[config.mk]
export PLATFORM = sky130hd
export DESIGN_NAME = integer_square_root_flat
export DESIGN_NICKNAME = d
export VERILOG_FILES = /design/src/design/isr_pkg.sv /design/src/design/isr_radicand_if.sv /design/src/design/isr_root_if.sv /design/src/design/isr_stage.sv /design/src/design/integer_square_root.sv /design/src/flat_wrapper.sv
export SDC_FILE = /design/constraint.sdc
export NUM_CORES = 1
export LEC_CHECK = 0
export BUFFER_PORTS_ARGS = -buffer_cell sky130_fd_sc_hd__buf_4
export CORE_MARGIN = 8
export CORE_UTILIZATION = 35
export CTS_BUF_LIST = sky130_fd_sc_hd__clkbuf_8
export DETAILED_ROUTE_END_ITERATION = 6
export SLEW_MARGIN = 10
export SYNTH_ARGS = -nofsm -noshare
export SYNTH_HDL_FRONTEND = slang
export SYNTH_SLANG_ARGS = --single-unit
[constraint.sdc]
create_clock -name clk -period 10.7 [get_ports clk]
set_input_delay 0.535 -clock clk [delete_from_list [all_inputs] [get_ports clk]]
set_output_delay 0.535 -clock clk [all_outputs]
set_load 0.1 [all_outputs]
[src/design/isr_pkg.sv]
// shared constants for the integer square root pipeline
// no dependencies
package isr_pkg;

    localparam int DEF_IN_WIDTH = 32;
    localparam int ROOT_W       = 16;

endpackage

[src/design/isr_radicand_if.sv]
// valid/ready channel carrying one radicand per beat
// depends on isr_pkg
interface isr_radicand_if
    import isr_pkg::*;
#(
    parameter int W = DEF_IN_WIDTH
);
    logic         valid;
    logic         ready;
    logic [W-1:0] radicand;

    modport source (output valid, output radicand, input ready);
    modport sink   (input valid, input radicand, output ready);
endinterface

[src/design/isr_root_if.sv]
// valid/ready channel carrying one root per beat
// depends on isr_pkg
interface isr_root_if
    import isr_pkg::*;
();
    logic              valid;
    logic              ready;
    logic [ROOT_W-1:0] root;

    modport source (output valid, output root, input ready);
    modport sink   (input valid, input root, output ready);
endinterface

[src/design/isr_stage.sv]
// one digit-by-digit iteration: trial subtract of one bit-pair weight, registered
// standalone, instantiated by integer_square_root
module isr_stage #(
    parameter int W     = 32,
    parameter int SHIFT = 0
) (
    input  logic         clk,
    input  logic         rst_n,
    input  logic         up_valid,
    output logic         up_ready,
    input  logic [W-1:0] up_rem,
    input  logic [W-1:0] up_part,
    output logic         dn_valid,
    input  logic         dn_ready,
    output logic [W-1:0] dn_rem,
    output logic [W-1:0] dn_part
);

    localparam logic [W-1:0] WEIGHT = W'(1) << SHIFT;

    logic         valid_reg;
    logic [W-1:0] rem_reg;
    logic [W-1:0] part_reg;
    logic [W-1:0] rem_next;
    logic [W-1:0] part_next;
    logic [W:0]   trial;
    logic         load;

    assign up_ready = !valid_reg || dn_ready;
    assign load     = up_valid && up_ready;

    always_comb
    begin
        trial     = {1'b0, up_part} + {1'b0, WEIGHT};
        rem_next  = up_rem;
        part_next = up_part >> 1;
        if ({1'b0, up_rem} >= trial)
        begin
            rem_next  = up_rem - trial[W-1:0];
            part_next = (up_part >> 1) + WEIGHT;
        end
    end

    always_ff @(posedge clk or negedge rst_n)
    begin
        if (!rst_n)
        begin
            valid_reg <= 1'b0;
        end
        else if (up_ready)
        begin
            valid_reg <= up_valid;
        end
    end

    always_ff @(posedge clk)
    begin
        if (load)
        begin
            rem_reg  <= rem_next;
            part_reg <= part_next;
        end
    end

    assign dn_valid = valid_reg;
    assign dn_rem   = rem_reg;
    assign dn_part  = part_reg;

endmodule

[src/design/integer_square_root.sv]
// integer square root top level: a chain of registered iteration stages
// depends on isr_pkg, isr_radicand_if, isr_root_if, isr_stage
//
//  channel       | modport | payload
//  --------------+---------+--------------------------------
//  radicand_ch   | sink    | radicand [IN_WIDTH-1:0] unsigned
//  root_ch       | source  | root [15:0] unsigned
//
// one stage per result bit: (IN_WIDTH-1)/2+1 stages, 16 for a 32-bit radicand
// a new beat can enter every cycle unless a stall backs up to the first stage
// each stage holds one trial subtract and compare of IN_WIDTH+1 bits
// the last stage register drives root_ch directly
// reset clears stage valid bits only; stalls hold full stages up to a bubble
module integer_square_root
    import isr_pkg::*;
#(
    parameter int IN_WIDTH = DEF_IN_WIDTH
) (
    input logic                 clk,
    input logic                 rst_n,
    isr_radicand_if.sink        radicand_ch,
    isr_root_if.source          root_ch
);

    localparam int ITERS = (IN_WIDTH - 1) / 2 + 1;

    logic                valid_ch [ITERS+1];
    logic                ready_ch [ITERS+1];
    logic [IN_WIDTH-1:0] rem_ch   [ITERS+1];
    logic [IN_WIDTH-1:0] part_ch  [ITERS+1];

    assign valid_ch[0]       = radicand_ch.valid;
    assign rem_ch[0]         = radicand_ch.radicand;
    assign part_ch[0]        = '0;
    assign radicand_ch.ready = ready_ch[0];

    // weight falls by a factor of four per stage, starting at the top even bit
    for (genvar k = 0; k < ITERS; k++)
    begin : g_stage
        isr_stage #(
            .W     (IN_WIDTH),
            .SHIFT (2 * (ITERS - 1 - k))
        ) u_stage (
            .clk      (clk),
            .rst_n    (rst_n),
            .up_valid (valid_ch[k]),
            .up_ready (ready_ch[k]),
            .up_rem   (rem_ch[k]),
            .up_part  (part_ch[k]),
            .dn_valid (valid_ch[k+1]),
            .dn_ready (ready_ch[k+1]),
            .dn_rem   (rem_ch[k+1]),
            .dn_part  (part_ch[k+1])
        );
    end

    assign root_ch.valid   = valid_ch[ITERS];
    assign root_ch.root    = ROOT_W'(part_ch[ITERS]);
    assign ready_ch[ITERS] = root_ch.ready;

endmodule

[src/flat_wrapper.sv]
// flat-port wrapper written by rule: the top's interface ports become plain ports
module integer_square_root_flat import isr_pkg::*;
#(
    parameter int IN_WIDTH = DEF_IN_WIDTH
)
  (clk, rst_n, radicand_ch_valid, radicand_ch_radicand, radicand_ch_ready, root_ch_valid, root_ch_root, root_ch_ready);
  isr_radicand_if #(.W((DEF_IN_WIDTH))) radicand_ch_i ();
  isr_root_if root_ch_i ();
  input logic clk;
  input logic rst_n;
  input wire logic [$bits(radicand_ch_i.valid)-1:0] radicand_ch_valid;
  input wire logic [$bits(radicand_ch_i.radicand)-1:0] radicand_ch_radicand;
  output wire logic [$bits(radicand_ch_i.ready)-1:0] radicand_ch_ready;
  output wire logic [$bits(root_ch_i.valid)-1:0] root_ch_valid;
  output wire logic [$bits(root_ch_i.root)-1:0] root_ch_root;
  input wire logic [$bits(root_ch_i.ready)-1:0] root_ch_ready;
  assign radicand_ch_i.valid = radicand_ch_valid;
  assign radicand_ch_i.radicand = radicand_ch_radicand;
  assign radicand_ch_ready = radicand_ch_i.ready;
  assign root_ch_valid = root_ch_i.valid;
  assign root_ch_root = root_ch_i.root;
  assign root_ch_i.ready = root_ch_ready;
  integer_square_root #(.IN_WIDTH(IN_WIDTH)) u_core (.clk(clk), .rst_n(rst_n), .radicand_ch(radicand_ch_i), .root_ch(root_ch_i));
endmodule
# Word level (Yosys, flattened, before mapping)

Cells that the tools add are included.

Register bits after elaboration: 992
Latch bits: 0
Memory bits (writable): 0
ROM bits: 0
Input bits: 36
Memories kept: 0

Add/sub/neg operators: 45
Multipliers: 0
Div/mod/pow operators: 0
Magnitude comparators: 16
Equality and inequality tests: 0
Shift-type cells: 0
Multiplexer cells: 31
Bitwise gates (word level): 0
Reduce and logical (&&, ||, !) cells: 48

Operators by type and width:

| operator               | number |
|---|---|
| $ge 32x33->1           | 15 |
| $mux 32                | 15 |
| $mux 31                | 15 |
| $sub 32x32->32         | 14 |
| $add 32x1->33 const B  | 1 |
| $add 32x11->33 const B | 1 |
| $add 32x13->33 const B | 1 |
| $add 32x15->33 const B | 1 |
| $add 32x17->33 const B | 1 |
| $add 32x19->33 const B | 1 |
| $add 32x21->33 const B | 1 |
| $add 32x23->33 const B | 1 |
| $add 32x25->33 const B | 1 |
| $add 32x27->33 const B | 1 |
| $add 32x29->33 const B | 1 |
| $add 32x3->33 const B  | 1 |
| $add 32x5->33 const B  | 1 |
| $add 32x7->33 const B  | 1 |
| $add 32x9->33 const B  | 1 |
| $add 31x11->32 const B | 1 |
| $add 31x13->32 const B | 1 |
| $add 31x15->32 const B | 1 |
| $add 31x17->32 const B | 1 |
| $add 31x19->32 const B | 1 |
| 16 further kinds       | 61 |

# Logic depth before layout (Yosys ltp)

Word-level depth: 18
Gate-level depth with buffers: 12

# Modules after synthesis

From an unflattened synthesis, not the netlist that was laid out.

Cells, all modules: 7,761
Area total of the unflattened synthesis: 76,686.0 um^2

Modules (own cells, without submodules):

| module                                  | times used | cells an instance | area each (um^2) | sequential area each (um^2) |
|---|---|---|---|---|
| isr_stage at u_core.g_stage[15].u_stage | 1          | 522               | 5,217.5          | 1,946.9 |
| isr_stage at u_core.g_stage[12].u_stage | 1          | 559               | 5,193.7          | 1,946.9 |
| isr_stage at u_core.g_stage[10].u_stage | 1          | 530               | 5,143.7          | 1,946.9 |
| isr_stage at u_core.g_stage[11].u_stage | 1          | 498               | 5,063.6          | 1,946.9 |
| isr_stage at u_core.g_stage[8].u_stage  | 1          | 513               | 5,062.4          | 1,946.9 |
| isr_stage at u_core.g_stage[13].u_stage | 1          | 550               | 5,031.1          | 1,946.9 |
| isr_stage at u_core.g_stage[14].u_stage | 1          | 533               | 4,978.5          | 1,946.9 |
| isr_stage at u_core.g_stage[9].u_stage  | 1          | 506               | 4,819.6          | 1,946.9 |
| isr_stage at u_core.g_stage[4].u_stage  | 1          | 441               | 4,714.5          | 1,946.9 |
| isr_stage at u_core.g_stage[5].u_stage  | 1          | 458               | 4,692.0          | 1,946.9 |
| isr_stage at u_core.g_stage[7].u_stage  | 1          | 486               | 4,620.7          | 1,946.9 |
| isr_stage at u_core.g_stage[3].u_stage  | 1          | 425               | 4,606.9          | 1,946.9 |
| isr_stage at u_core.g_stage[6].u_stage  | 1          | 468               | 4,519.3          | 1,946.9 |
| isr_stage at u_core.g_stage[1].u_stage  | 1          | 451               | 4,419.2          | 1,946.9 |
| 3 more rows                             | --         | --                | --               | -- |

# Worst setup path before layout

No wires, ideal clock.

Path kind: register to register
From: reg u_core.g_stage[15].u_stage.valid_reg
To: reg u_core.g_stage[7].u_stage.part_reg[16] (enable)
Arrival time: 4,531 ps
Required time: 10,201 ps
Slack: 5,670 ps
Cell stages (with the launch flop): 7
Buffers on the path: 0
Clock period less this slack: 5,030 ps
Path through: dfrtp_1 -> nor2b_1 -> nand3_1 -> nor2_1 -> and2_1 -> and3_1 -> a21boi_0

Cells in the longest elaborated chain, start to end: 11

Ends and longest elaborated chain:

| item                               | RTL line        | RTL |
|---|---|---|
| start: declaration                 | isr_stage.sv:21 | `logic valid_reg;` |
| start signal: assignment           | isr_stage.sv:52 | `valid_reg <= up_valid;` |
| $logic_not 1->1                    | isr_stage.sv:29 | `assign up_ready = !valid_reg \|\| dn_ready;` |
| $logic_or 1x1->1 (9 in a row)      | isr_stage.sv:29 |  |
| $logic_and 1x1->1                  | isr_stage.sv:30 | `assign load = up_valid && up_ready;` |
| via u_core.g_stage[7].u_stage.load | isr_stage.sv:27 | `logic load;` |
| end signal: assignment             | isr_stage.sv:61 | `part_reg <= part_next;` |
| end: declaration                   | isr_stage.sv:23 | `logic [W-1:0] part_reg;` |

The timed path passes the listed nets, and every way through them passes these cells.
A chain may end at the register's enable or synchronous reset.

# Worst setup path after layout

From: reg u_core.g_stage[15].u_stage.valid_reg
To: out radicand_ch_ready

Cells in the longest elaborated chain, start to end: 17

Ends and longest elaborated chain:

| item                           | RTL line           | RTL |
|---|---|---|
| $logic_not 1->1                | isr_stage.sv:29    |  |
| $logic_or 1x1->1 (16 in a row) | isr_stage.sv:29    |  |
| end: declaration               | flat_wrapper.sv:13 | `output wire logic [$bits(radicand_ch_i.ready)-1:0] radicand_ch_ready;` |

Every way passes these cells.

==> impl_metrics.ini <==
[global_routing]
grt_pass1_wl_um = 92300
grt_pass1_vias = 18500
track_usage_pct = 11.9
grt_max_degree = 48
antenna_found_initial = 1
grt_overflow = 0

[final_layout]
syn2layout_area_growth_pct = 13.6
fin_nets = 2627
drive_above_1_share_pct = 10.9

[sta]
period_minus_slack_ns = 4.31
max_freq_mhz = 232
fin_worst_skew_ns = 0.0673
period_share_pct = 40.3
hold_viol = 0
worst_pin_slew_ns = 1.15
finalSetupTns_ns = 0
setup_slack_ns = 6.39
finalSetupViolations = 0
slew_violations = 0
max-slew-margin-rel_pct = 22.8
grt_setup_unrepaired = no

[routing]
vias = 17700
firstDrtPassIters = 5
wl_per_cell_um = 15.5
viasPerCell = 4.84
drtIter0Drc = 686
ant_nets = 0
wl_um = 56700
drc = 0

[critical_path]
regToRegStartpoint = u_core.g_stage[15].u_stage.dn_valid
cpMaxStageDelayCell = nor4_1
cp_top_family = simple AND/OR/NAND/NOR gates
crit_required_ns = 10.17
start_kind = register
r2r_slack_ns = 7.18
rr_endpoint = u_core.g_stage[0].u_stage.dn_rem[14]
worstPathArrival_ns = 3.77
worst_path_largest_cell_delay_ns = 1.00
r2r_cells = 8
path_cells = nor2b_1 -> nand3_1 -> nor2_1 -> nand2_1 -> nor4_1 -> nand4_1 -> buf_4
critPathCaptureType = output port
crit_fanout = 5
critPathBufInv = 1
path_class = register to output port

[power]
leakage_nw = 12.8
ir_drop_mv = 0.111
powerDensity_nw_per_um2 = 216

[synthesis]
ys_ff_latch = 632
synth_top_area_share_pct = 62.3
ys.flop_type = edfxtp_1
syn_nets = 2467
ys_top_cells_by_area = edfxtp_1 (62%), ha_1 (6.3%), xor2_1 (3.0%)
postSynthCellCount = 2281
ys_types = 79
yosys_warnings = 0
synth_area_um2 = 29700
synth.avg_cell_area_um2 = 13.0
synth_edf_count = 616
synth_top_area_cell = edfxtp_1
seq_area_frac_synth_pct = 63.6
synthArstFlopShare_pct = 2.53

[flow_run]
max_cap_viol_count = 0

[die]
io_pins = 54
rows = 107
start_util_pct = 35.1
die_y_um = 307
die-area_um2 = 94400
core_um2 = 84600
die_w_um = 307

[min_path]
min_from = radicand_ch_radicand[31]
whs_path_depth = 3
holdPathEnd = u_core.g_stage[0].u_stage.dn_rem[31]
hp-class = input port to register

[cts]
clock_path_buffers = 3
cts_hold_buffers = 32
cts_sinks = 632
cts_tree = yes
clkTransAtPathRegs_ns = 0.07
post-cts-setup-buffers = 0
clock_latency_ns = 0.74
cts_buffers = 100
cts-resized-gates = 0
htree_levels = 3
ctsRootBufferMaster = clkbuf_8

[place]
portBuffers = 53
place_hpwl_um = 42900
pre_cts_slack_ns = 6.79
routabilityCongestion = 0.888

[status]
status = complete, no violations
-- cell type report --
class | count | area [um^2]
well taps | 1144 | 1430
inverters | 188 | 706
repair buffers | 92 | 771
clock inverters | 77 | 473
fillers | 7856 | 50900
flip-flops and latches | 632 | 18900
clock buffers | 105 | 1450
multi-input cells | 1427 | 10000
diodes | 1 | 2.50
-- Yosys cell counts, types with 10 or more instances --
cell type  count
a211oi_1      19
a21o_1        32
a21oi_1      106
and2_1        13
clkbuf_1      21
dfrtp_1       16
edfxtp_1     616
ha_1         150
inv_1        188
mux2_2        24
mux2i_1       12
nand2_1      138
nand2b_1      32
nand3_1       43
nand4_1       25
nor2_1       111
nor2b_1       29
nor3_1        77
nor4_1        73
nor4b_1       12
o21a_1        31
o21ai_0       96
o21ai_2       10
o31ai_1       15
or2_2         17
or3_1         31
or4_1         23
xnor2_1       81
xor2_1       102
-- cell usage in the layout, fill, tap and decap left out, types with 43 or more instances in the layout --
master    instances
a21oi_1         106
buf_4            60
clkbuf_8        105
edfxtp_1        616
ha_1            150
inv_1           221
nand2_1         138
nand3_1          43
nor2_1          111
nor3_1           74
nor4_1           73
o21ai_0          96
xnor2_1          81
xor2_1          102
-- cells by family after synthesis --
logic type | Yosys count | share of synthesized area (%)
buffers and inverters | 222 | 2.95
xor gates and xnor gates | 183 | 5.40
DFF | 632 | 63.6
muxes | 37 | 1.35
and+or+nand+nor | 680 | 12.3
AOI/OAI and AO/OA | 377 | 8.06
adders and majority gates | 150 | 6.32
-- through the flow --
stage               hold WS, ns  util [%]  power (W)  cell area (um^2)  cells
detailed placement        0.427      37.2    0.00540             31500   3451
finish                    0.160      39.9    0.00729             33700   3666
floorplan                 0.239         -    0.00493             29700   2281
global route             0.0950      39.9    0.00773             33700   3666
global placement          0.419      37.2    0.00533             31500   3451
CTS                       0.106      39.8    0.00738             33700   3665
-- power breakdown --
part	internal, W	switching (W)	total, W	leakage, nW
Sequential	0.00335	0.000275	0.00362	6.02
Clock	0.000976	0.000960	0.00194	1.10
Combinational	0.000709	0.00102	0.00173	5.64
-- per-layer routing --
layer / global-route usage, % / vias to the layer above / wire, um
met5: 0 / - / 0
met4: 5.78 / 0 / 2630
met2: 24.1 / 352 / 31500
met3: 2.52 / 155 / 2040
li1: - / 8850 / -
met1: 11.1 / 8369 / 20500
-- tightest hold or removal path: stages --
cell     delay, ns
buf_4         0.09
nor2_1        0.04
a21oi_1       0.12
-- registers in the layout, indices dropped and copies added (netlist names) --
name,flops
u_core.g_stage.u_stage.dn_rem,480
u_core.g_stage.u_stage.dn_valid,16
u_core.g_stage.u_stage.dn_part,136
-- worst max-delay path by stage --
stage	startpoint	end	cells past startpoint
2_1_floorplan	u_core.g_stage[15].u_stage.dn_valid	u_core.g_stage[7].u_stage.dn_part[16]	6
3_3_place_gp	root_ch_ready	radicand_ch_ready	8
3_5_place_dp	root_ch_ready	radicand_ch_ready	8
4_1_cts	u_core.g_stage[15].u_stage.dn_valid	radicand_ch_ready	7
5_1_grt	u_core.g_stage[15].u_stage.dn_valid	radicand_ch_ready	7
6_report	u_core.g_stage[15].u_stage.dn_valid	radicand_ch_ready	7
No activity file was read; power rests on OpenSTA's default activity.
